## src/rtl/core/pmst_pkg.sv

```systemverilog
package pmst_pkg;

    localparam int VERTEX_BITS = 7;
    localparam int OPC_BITS    = 2;
    // widest index and weight over the parameter ranges
    localparam int IDX_BITS    = 6;
    localparam int WMAX_BITS   = 32;

    typedef enum logic [OPC_BITS-1:0] {
        OP_CLEAR = 2'd0,
        OP_EDGE  = 2'd1,
        OP_RUN   = 2'd2
    } t_op;

    typedef struct packed {
        t_op                  op;
        logic [IDX_BITS-1:0]  a;
        logic [IDX_BITS-1:0]  b;
        logic [WMAX_BITS-1:0] w;
    } t_cmd;

    typedef struct packed {
        logic valid;
        t_cmd cmd;
    } t_qhead;

    typedef struct packed {
        logic pop;
        logic hold;
    } t_bctl;

endpackage

```

## src/rtl/core/pmst_front.sv

```systemverilog
module pmst_front #(
    parameter int MAX_VERTICES = 64,
    parameter int WEIGHT_BITS  = 16
) (
    input  logic                          i_clk,
    input  logic                          i_rst_n,
    input  logic                          i_valid,
    output logic                          o_stall,
    input  logic [pmst_pkg::OPC_BITS-1:0] i_opcode,
    input  logic [pmst_pkg::VERTEX_BITS-1:0] i_first_vertex,
    input  logic [pmst_pkg::VERTEX_BITS-1:0] i_second_vertex,
    input  logic [WEIGHT_BITS-1:0]        i_edge_weight,
    input  pmst_pkg::t_bctl               i_ctl,
    output pmst_pkg::t_qhead              o_head
);

    pmst_pkg::t_cmd r_q [2];
    logic           r_wp;
    logic           r_rp;
    logic [1:0]     r_cnt;

    logic [pmst_pkg::VERTEX_BITS-1:0] am1, bm1;
    logic a_ok, b_ok, keep, push, pop;
    pmst_pkg::t_cmd cmd;

    always_comb begin
        am1  = i_first_vertex - pmst_pkg::VERTEX_BITS'(1);
        bm1  = i_second_vertex - pmst_pkg::VERTEX_BITS'(1);
        a_ok = (i_first_vertex != '0) &&
               (i_first_vertex <= pmst_pkg::VERTEX_BITS'(MAX_VERTICES));
        b_ok = (i_second_vertex != '0) &&
               (i_second_vertex <= pmst_pkg::VERTEX_BITS'(MAX_VERTICES));
        // bad endpoints and the unused opcode are dropped here
        keep = (i_opcode == pmst_pkg::OP_CLEAR) || (i_opcode == pmst_pkg::OP_RUN) ||
               ((i_opcode == pmst_pkg::OP_EDGE) && a_ok && b_ok);
        cmd.op = pmst_pkg::t_op'(i_opcode);
        cmd.a  = am1[pmst_pkg::IDX_BITS-1:0];
        cmd.b  = bm1[pmst_pkg::IDX_BITS-1:0];
        cmd.w  = pmst_pkg::WMAX_BITS'(i_edge_weight);
    end

    assign o_stall      = (r_cnt == 2'd2) || i_ctl.hold;
    assign push         = i_valid && !o_stall && keep;
    assign pop          = i_ctl.pop && (r_cnt != 2'd0);
    assign o_head.valid = (r_cnt != 2'd0);
    assign o_head.cmd   = r_q[r_rp];

    always_ff @(posedge i_clk) begin
        if (!i_rst_n) begin
            r_wp  <= 1'b0;
            r_rp  <= 1'b0;
            r_cnt <= 2'd0;
        end else begin
            if (push) begin
                r_q[r_wp] <= cmd;
                r_wp      <= !r_wp;
            end
            if (pop) r_rp <= !r_rp;
            r_cnt <= r_cnt + 2'(push) - 2'(pop);
        end
    end

endmodule

```

## config.mk

```make
export PLATFORM = sky130hd
export DESIGN_NAME = pmst_front
export DESIGN_NICKNAME = d
export VERILOG_FILES = /design/src/rtl/core/pmst_pkg.sv /design/src/rtl/core/pmst_front.sv
export SDC_FILE = /design/constraint.sdc
export NUM_CORES = 1
export LEC_CHECK = 0
export CAP_MARGIN = 20
export CORE_ASPECT_RATIO = 1.4
export CORE_MARGIN = 2
export CORE_UTILIZATION = 56
export DETAILED_ROUTE_END_ITERATION = 6
export DONT_BUFFER_PORTS = 1
export PLACE_DENSITY = 0.74
export SYNTH_ARGS = -nofsm -noshare
export SYNTH_HDL_FRONTEND = slang
export SYNTH_SLANG_ARGS = --single-unit
```

## constraint.sdc

```tcl
create_clock -name i_clk -period 4.4 [get_ports i_clk]
set_clock_uncertainty 0.05 [all_clocks]
set_input_delay 0.66 -clock i_clk [delete_from_list [all_inputs] [get_ports i_clk]]
set_output_delay 0.66 -clock i_clk [all_outputs]
set_load 0.05 [all_outputs]
```

==> summary.txt, run 1 <==
Floorplan
  • Core Area: 4767 sq um
  • Die Ht: about 87 um
  • Die area: about 5500 sq um
  • FP Rows: 30
  • Horiz. Die Dim: roughly 63 um
  • Top Ports: 85
  • Initial Util: 57.40%

STA
  • Setup TNS after final layout: 0 ns
  • Final setup vio count: 0
  • Min Tclk post-route: 2.837 ns
  • Final Cycle Share: between 60 and 70%
  • Final worst slack: roughly 1.6 ns
  • Fmax: approximately 0.35 GHz
  • Hold Fails Final Rpt: 0
  • Final Slew Violations: 0
  • RSZ-0062 raised after global routing: no

CTS
  • Total of cells resized after clock tree synthesis: 0
  • Reg clk slew, reported paths: roughly 0.070 ns
  • # Post-CTS Setup Buffers: 0
  • CTS Hold Buffers Added: 0
  • CTS tree: done
  • CTS root buffer: clkbuf_8
  • Inserted Clock Buffers: 9
  • Htree depth: 3
  • Clock Sinks: 65
  • Clk buf depth: 2
  • Skew-Pair Late Insertion Delay: approximately 0.31 ns

Power and ir drop
  • Pwr dens: between 500 and 600 nW/um^2
  • Power, Total: 1.599 mW
  • Peak supply drop: ~0.00041 V
  • P_leak: 1.061 nW

Drt
  • Post-Route M1 WL: between 1 and 1.5 mm
  • WL met2: about 2.5 mm
  • DR vias: 1306
  • Via/cell ratio: about 5.2
  • Wire length on met3: between 300 and 400 um
  • Post-route ant nets: 0
  • Drt drc: 0
  • Routed WL: 4.296 mm
  • First DRT Iteration DRCs: 62
  • Max Used Layer: met4
  • WL/cell: approximately 17 um
  • Drt pass-1 iters: 4

Global routing
  • Vias in the first global route: 1359
  • First-pass GRT wire length: 6.575 mm
  • Grt total ovfl: 0
  • Initial antenna violation count: 0
  • Largest net degree at the start of global routing: 31
  • Total GRT Usage: approximately 17%

Placed design
  • Placed Cells: approximately 230
  • GP Congestion: between 0.7 and 0.8
  • PortBufs: 0
  • Post-DP HPWL: approximately 3.1 mm
  • Place WS: ~1.2 ns

Cells and area
  • Commonest non-fill, non-tap cell in the layout: edfxtp_1
  • Fin cells: 250
  • Most frequent cells in the layout: 60 x edfxtp_1, 30 x mux2_2, 16 x conb_1
  • Diodes inserted: 0
  • Ratio of cells with drive above 1 in the final layout: 29.57%
  • P&R area growth vs syn: 8.414%
  • Fin nets: roughly 220

Worst setup path
  • Peak fanout along the critical path: 4
  • R2R Setup Slk: approximately 2.2 ns
  • Nature of the critical path endpoint: flop
  • Crit path DAT: around 3.0 ns
  • Req. time, crit path: roughly 4.6 ns
  • Crit Path Category: primary input to flop
  • Startpoint types: primary input

Logic synthesis
  • Yosys top cell by area: edfxtp_1
  • Flops & latches, synth: 65
  • Async S/R FF share, synth: 0%
  • Top FF cell, synth: edfxtp_1
  • Yosys warnings: 0
  • Sequential element share of the synthesized area: between 60% and 70%
  • Distinct cells, synth: 26
  • Top-area cell type share of the netlist area: 65.84%
  • Syn avg cell area: ~16 sq um
  • Synth area leaders: edfxtp_1 66%, mux2_2 12%, buf_4 4.4%
  • Post-Syn Instances: 170
  • Cell area after synthesis: 2736 sq um
  • Post-synth EDFFs: 60

Hold path
  • Min-delay worst type: primary input to flop

Outcome
  • Status: finished clean

Run
  • MaxCap Viol Count: 0
## path summary, 6_finish.rpt
kind / from / endpoint / depth (start not counted)
setup / recovery: i_first_vertex[0] / r_cnt[1]$_SDFF_PN0_ / 12
hold / removal: i_edge_weight[8] / r_q[1][8]$_DFFE_PP_ / 0
setup reg to reg: r_cnt[0]$_SDFF_PN0_ / r_cnt[1]$_SDFF_PN0_ / 9
hold reg to reg: r_wp$_SDFFE_PN0P_ / r_wp$_SDFFE_PN0P_ / 2
## layer usage
| metal | track usage (%) | vias up |
|---|---|---|
| met5 | 0 | - |
| li1 | - | 606 |
| met3 | 8.312 | 4 |
| met2 | 30.08 | 59 |
| met1 | 16.07 | 637 |
| met4 | 5.455 | 0 |
## power breakdown
| group | internal [mW] | leakage [nW] | total (mW) | switching, mW |
|---|---|---|---|---|
| logic | 0.126 | 0.398 | 0.474 | 0.348 |
| clock network | 0.197 | 0.0799 | 0.399 | 0.202 |
| registers | 0.706 | 0.583 | 0.727 | 0.0207 |
## synthesized netlist by cell type (2+ instances only)
| cell | count |
|---|---|
| and2_1 | 2 |
| buf_4 | 16 |
| clkbuf_1 | 3 |
| dfxtp_1 | 5 |
| edfxtp_1 | 60 |
| ha_1 | 4 |
| inv_1 | 13 |
| mux2_2 | 30 |
| nand2_1 | 4 |
| nor2_1 | 6 |
| nor3_1 | 3 |
| or4_1 | 2 |
| xnor2_1 | 5 |
| xor2_1 | 5 |
## metrics by stage
step	util, %	cell area [sq um]	hold slack (ns)
finish	62.23	2967	0.3885
global route	62.23	2967	0.3547
CTS	61.65	2939	0.3711
detailed placement	58.27	2778	0.4285
global placement	58.27	2778	0.3991
floorplan	-	2798	0.3883
## worst max-delay path: stages
cell,delay (ns)
inv_1,0.07
ha_1,0.18
or3b_4,0.41
o31ai_2,0.20
o2111ai_1,0.15
a211o_2,0.42
ha_1,0.30
inv_1,0.06
ha_1,0.16
xor2_1,0.20
xnor2_1,0.15
nor2_1,0.06
## logic make-up (layout without fill, tap and decap cells)
logic type	Yosys count	in the layout	share of synthesized area (%)
compound gates	6	6	1.966
xor+xnor	10	10	3.201
simple gates	21	21	4.069
other cells	1	16	0.1370
fa+ha+maj	4	4	1.829
mux	31	31	12.71
flops	65	65	69.50
buf+inv	32	33	6.585
## flip-flops by register name, summed over array words and instances, names as in the netlist, named ones only
signal,count
r_cnt,2
r_q,60
r_rp,1
r_wp,1
## final cells by class
type	instances	area, sq um
tap	64	80.08
sequential	65	1902
timing repair buffer	4	50.05
inverter	13	48.80
clock inverter	7	37.54
clock buffer	9	123.9
fill	373	1800
multi-input combinational	88	724.4
No activity file was read; power rests on OpenSTA's default activity.
==> run 2: changes to the inputs <==
--- a/config.mk
+++ b/config.mk
@@ -5,6 +5,7 @@
 export SDC_FILE = /design/constraint.sdc
 export NUM_CORES = 1
 export LEC_CHECK = 0
+export ABC_AREA = 1
 export CAP_MARGIN = 20
 export CORE_ASPECT_RATIO = 1.4
 export CORE_MARGIN = 2
==> constraint.sdc (replaced) <==
create_clock -name i_clk -period 2.6 [get_ports i_clk]
set_clock_uncertainty 0.05 [all_clocks]
set_input_delay 0.39 -clock i_clk [delete_from_list [all_inputs] [get_ports i_clk]]
set_output_delay 0.39 -clock i_clk [all_outputs]
set_load 0.05 [all_outputs]
==> summary.txt, run 2 <==
Outcome
  • Status: finished clean

Cells and area
  • Diodes inserted: 0
  • Fin cells: around 280
  • Final instance area: around 3000 sq um
  • Fin nets: between 200 and 250
  • Ratio of cells with drive above 1 in the final layout: ~29%
  • Max reg flops: 60
  • Top Registers: r_q (60), r_cnt (2)
  • P&R area growth vs syn: 7.830%
  • Most flops, register: r_q
  • Most frequent cells in the layout: 60 x edfxtp_1, 30 x mux2_2, 19 x inv_1
  • Commonest non-fill, non-tap cell in the layout: edfxtp_1
  • Final core utilization: between 60 and 70%

Worst setup path
  • Nature of the critical path endpoint: flop
  • CP delay by family, top: adder cells
  • Critical path endpoint: r_cnt[1]$_SDFF_PN0_
  • Crit Path Category: primary input to flop
  • R2R cell count: 9
  • Worst Path Buf+Inv: 2
  • Crit path DAT: between 2 and 2.5 ns
  • CP max-delay cell: ha_1
  • Startpoint types: primary input
  • Worst Setup SP: i_second_vertex[0]
  • Req. time, crit path: 2.76 ns
  • Peak fanout along the critical path: 4
  • WP depth: 15
  • Crit-path cells: inv_1 > ha_1 > nand2_1 > nor2_1 > nand2_1 > a21oi_2 > nand2_1 > nand2_2 > nand2_2 > ha_1 > inv_1 > ha_1 > xor2_1 > o21ai_0 > a21oi_1
  • R2R Setup Slk: approximately 0.63 ns
  • R2r startpoint: r_cnt[1]$_SDFF_PN0_
  • CP max stage delay: a little under 0.3 ns
  • Reg-to-reg endpoint: r_cnt[1]$_SDFF_PN0_

Global routing
  • Largest net degree at the start of global routing: 31
  • Grt total ovfl: 0
  • Vias in the first global route: ~1500
  • Initial antenna violation count: 0
  • First-pass GRT wire length: around 7 mm
  • Total GRT Usage: between 15 and 20%

Drt
  • Routed WL: 4.464 mm
  • Drt drc: 0
  • Drt pass-1 iters: 4
  • Post-route ant nets: 0
  • First DRT Iteration DRCs: 62
  • WL/cell: approximately 16 um
  • Via/cell ratio: ~5.1
  • DR vias: approximately 1400

Placed design
  • Placed Cells: 260
  • Dpl cell area: approximately 2900 sq um
  • PortBufs: 0
  • Place WS: roughly 0.20 ns
  • GP Congestion: approximately 0.66
  • Post-DP HPWL: between 3 and 4 mm

Floorplan
  • Core Area: 4842 sq um
  • Die area: 5583 sq um
  • Horiz. Die Dim: about 64 um
  • Initial Util: 57.75%
  • FP Rows: 30
  • Die Ht: between 80 and 90 um
  • Top Ports: 85

STA
  • Setup TNS after final layout: 0 ns
  • Hold Fails Final Rpt: 0
  • Final worst slack: 0.5582 ns
  • Fmax: around 0.49 GHz
  • Final setup vio count: 0
  • Final Cycle Share: between 70% and 80%
  • Min Tclk post-route: a little over 2 ns
  • Final Slew Violations: 0
  • Final hold slack: approximately 0.11 ns
  • RSZ-0062 raised after global routing: no

Logic synthesis
  • Post-Syn Instances: a little under 200
  • Cell area after synthesis: 2796 sq um
  • Flops & latches, synth: 65
  • Top FF cell, synth: edfxtp_1
  • Synth area leaders: edfxtp_1 64%, mux2_2 12%, buf_4 4.3%
  • Synth cell count leaders: 60 x edfxtp_1, 30 x mux2_2, 19 x inv_1
  • Post-synth EDFFs: 60
  • Yosys warnings: 0
  • Yosys top cell by area: edfxtp_1
  • Sequential element share of the synthesized area: 68.01%
  • Top-count cell post-synth: edfxtp_1
  • Async S/R FF share, synth: 0%
  • Syn avg cell area: about 14 sq um
  • Distinct cells, synth: 23
  • Top-area cell type share of the netlist area: 64.43%

CTS
  • Inserted Clock Buffers: 9
  • Total of cells resized after clock tree synthesis: 0
  • Skew-Pair Late Insertion Delay: 0.32 ns
  • CTS Hold Buffers Added: 0
  • Clk buf depth: 2
  • Reg clk slew, reported paths: ~0.070 ns
  • Htree depth: 3
  • CTS tree: done
  • # Post-CTS Setup Buffers: 0
  • Clock Sinks: 65
  • CTS root buffer: clkbuf_8

Power and ir drop
  • Power, Total: approximately 2.7 mW
  • Pwr dens: between 800 and 900 nW/um^2
  • Peak supply drop: roughly 0.00053 V
  • P_leak: about 1.1 nW

Run
  • MaxCap Viol Count: 0

Hold path
  • Min-delay worst type: primary input to flop
[run 2: report_power, final]
group | internal (mW) | switching, mW
logic | 0.182 | 0.608
registers | 1.20 | 0.0244
clock network | 0.334 | 0.343
[run 2: final cells by class]
| type | count | area, sq um |
|---|---|---|
| flip-flops and latches | 65 | 1902 |
| fillers | 380 | 1827 |
| multi-input cells | 102 | 733.2 |
| clock buffers | 9 | 123.9 |
| inverters | 24 | 90.09 |
| well taps | 64 | 80.08 |
| repair buffers | 5 | 50.05 |
| clock inverters | 6 | 36.28 |
[run 2: kinds of logic after synthesis]
group | after synthesis | share of synthesized area [%]
adder cells (fa/ha/maj) | 4 | 1.790
XOR/XNOR | 9 | 2.819
other | 1 | 0.1341
AND/OR/NAND/NOR | 36 | 5.638
multiplexers | 30 | 12.08
AO/OA/AOI/OAI | 7 | 1.476
buffers and inverters | 43 | 8.054
flip-flops | 65 | 68.01
[run 2: worst register-to-register path, delay by kind of cell (launching register included)]
kind            cells  cell delay (ns)
compound gates      2             0.21
xor+xnor            1             0.15
fa+ha+maj           2             0.47
buf+inv             2             0.12
flops               1             0.33
simple gates        2             0.54
[run 2: worst min-delay path by stage]
stage | from | to | slack [ns] | depth (start not counted)
final | i_edge_weight[15] | r_q[0][15]$_DFFE_PP_ | 0.11 | 0
after global routing | i_opcode[0] | r_q[0][28]$_DFFE_PP_ | 0.08 | 0
after floorplan | r_rp$_SDFFE_PN0P_ | flop | 0.38 | 1
after global placement | r_rp$_SDFFE_PN0P_ | r_rp$_SDFFE_PN0P_ | 0.39 | 1
after detailed placement | r_rp$_SDFFE_PN0P_ | r_rp$_SDFFE_PN0P_ | 0.41 | 1
after CTS | i_edge_weight[15] | r_q[0][15]$_DFFE_PP_ | 0.09 | 0
[run 2: per-layer routing]
layer	up-vias	wire, um	GRT usage (%)
met5	-	0	0
met4	0	82	10.28
met3	10	307	6.812
met2	52	2579	31.48
met1	672	1493	15.43
li1	664	-	-
==> run 3: changes to the inputs <==
==> constraint.sdc (replaced) <==
create_clock -name i_clk -period 1.7 [get_ports i_clk]
set_clock_uncertainty 0.05 [all_clocks]
set_input_delay 0.255 -clock i_clk [delete_from_list [all_inputs] [get_ports i_clk]]
set_output_delay 0.255 -clock i_clk [all_outputs]
set_load 0.05 [all_outputs]
==> summary.txt, run 3 (synthesis gave the netlist of run 2 again) <==
Cells and area
  • Top Registers: r_q (60), r_cnt (2)
  • Max reg flops: 60
  • Ratio of cells with drive above 1 in the final layout: 40.40%
  • Diodes inserted: 0
  • Fin nets: 286
  • Filler Cells Inserted: between 300 and 400
  • Commonest non-fill, non-tap cell in the layout: edfxtp_1
  • Most flops, register: r_q
  • Most frequent cells in the layout: 60 x edfxtp_1, 24 x mux2_2, 20 x buf_4
  • P&R area growth vs syn: 27.20%

Placed design
  • Place WS: -0.2180 ns
  • PortBufs: 0
  • Post-DP HPWL: approximately 3.5 mm
  • GP Congestion: between 0.7 and 0.8

Drt
  • DR vias: around 1600
  • Drt drc: 0
  • Routed WL: between 4 and 5 mm
  • First DRT Iteration DRCs: 88
  • WL/cell: around 16 um
  • Drt pass-1 iters: 4
  • Post-route ant nets: 0
  • Via/cell ratio: 4.975

Run
  • MaxCap Viol Count: 0

Worst setup path
  • CP delay by family, top: multiplexers
  • Peak fanout along the critical path: 10
  • Startpoint types: flop
  • CP max stage delay: roughly 0.48 ns
  • R2r startpoint: r_cnt[0]$_SDFF_PN0_
  • Crit-path cells: buf_4 > mux2_2
  • Req. time, crit path: between 1 and 1.5 ns
  • Crit path DAT: about 1.4 ns
  • Crit Path Category: flop to output pin
  • CP max-delay cell: mux2_2
  • Nature of the critical path endpoint: output pin
  • Worst Path Buf+Inv: 1

CTS
  • Skew-Pair Late Insertion Delay: 0.34 ns
  • Reg clk slew, reported paths: ~0.060 ns
  • Htree depth: 3
  • Clock Sinks: 65
  • CTS root buffer: clkbuf_8
  • Inserted Clock Buffers: 9
  • CTS tree: done
  • Clk buf depth: 2

Power and ir drop
  • Pwr dens: roughly 1300 nW/um^2
  • Power, Total: 4.500 mW
  • Peak supply drop: roughly 0.0012 V
  • P_leak: 1.352 nW

Floorplan
  • Die area: 5583 sq um
  • Core Area: between 4000 and 5000 sq um
  • Top Ports: 85
  • Initial Util: between 50% and 60%
  • Horiz. Die Dim: between 60 and 70 um
  • Die Ht: just under 90 um
  • FP Rows: 30

STA
  • Final Slew Violations: 0
  • Min Tclk post-route: approximately 1.7 ns
  • Final worst slack: 0.01210 ns
  • Final Cycle Share: between 90% and 100%
  • Final setup vio count: 0
  • RSZ-0062 raised after global routing: yes
  • Fmax: ~0.6 GHz
  • Hold Fails Final Rpt: 0

Global routing
  • Total GRT Usage: about a fifth
  • Largest net degree at the start of global routing: 21
  • Vias in the first global route: between 1500 and 2000
  • Busiest grt layer: met2
  • Initial antenna violation count: 0
  • First-pass GRT wire length: 7.707 mm
  • Met1 usage: roughly a fifth
  • GR Layer Usage met2: around 35%
  • M3 GR Usage: 7.069%
  • Grt total ovfl: 0

Hold path
  • Min-delay worst type: primary input to flop
  • HP Start: i_rst_n

Outcome
  • Status: finished clean
run 3: changes by cell type in the layout (fill, tap and decap cells not counted), moves of 4 or more:
cell,before,now
inv_1,19,11
dlygate4sd3_1,0,19
ha_4,0,4
buf_4,4,20
mux2_4,0,6
ha_1,4,0
mux2_2,30,24
run 3: layout make-up:
| class | instances | area [sq um] | area share [%] |
|---|---|---|---|
| timing repair buffer | 43 | 411.6 | 11.57 |
| clock buffer | 9 | 123.9 | 3.482 |
| multi-input combinational | 102 | 852.1 | 23.95 |
| sequential | 65 | 1907 | 53.61 |
| tap | 64 | 80.08 | 2.251 |
| inverter | 24 | 136.4 | 3.834 |
| clock inverter | 7 | 46.29 | 1.301 |
run 3: worst reg2reg max path: cells and delay by family, from the launching register on:
family          cells  cell delay (ns)
compound gates      2             0.18
simple gates        2             0.32
xor+xnor            1             0.14
buf+inv             2             0.09
fa+ha+maj           2             0.41
flops               1             0.34
run 3: worst paths after layout:
kind	slack [ns]	endpoint	cells past startpoint
max	0.01	o_head[41]	2
min	0.06	flop	2
max reg2reg	0.06	r_cnt[1]$_SDFF_PN0_	9
min reg2reg	0.45	flop	1
run 3: stage by stage:
| stage | setup TNS, ns | utilization, % | hold WS, ns | cells | area (sq um) |
|---|---|---|---|---|---|
| final | 0 | 73.46 | 0.06139 | 314 | 3557 |
| after global routing | -1.186 | 73.46 | 0.06375 | 314 | 3557 |
| after CTS | -1.198 | 72.30 | 0.03043 | 313 | 3501 |
| after detailed placement | -4.948 | 64.81 | 0.3039 | 278 | 3138 |
| after global placement | -3.764 | 64.81 | 0.3040 | 278 | 3138 |
| after floorplan | -7.742 | - | 0.2985 | 210 | 2983 |
run 3: metal layers:
layer	part of all wire (%)	vias to the layer above
li1	-	744
met1	34	751
met2	56	57
met3	7.3	10
met4	2.2	0
met5	0	-
run 3: what timing repair did:
| action | in CTS | in global routing |
|---|---|---|
| resized for setup | 2 | 15 |
| setup endpoints to repair | 21 | 26 |
| hold endpoints to repair | 38 | 0 |
| hold buffers | 19 | 0 |
| pin swaps | 1 | 6 |
| buffers inserted | 0 | 1 |
run 3: report_power, final:
group          switching (mW)  leakage (nW)  internal, mW
combinational            1.02         0.684         0.493
sequential             0.0497         0.584          1.84
clock                   0.573        0.0830         0.524
total                    1.64          1.35          2.86
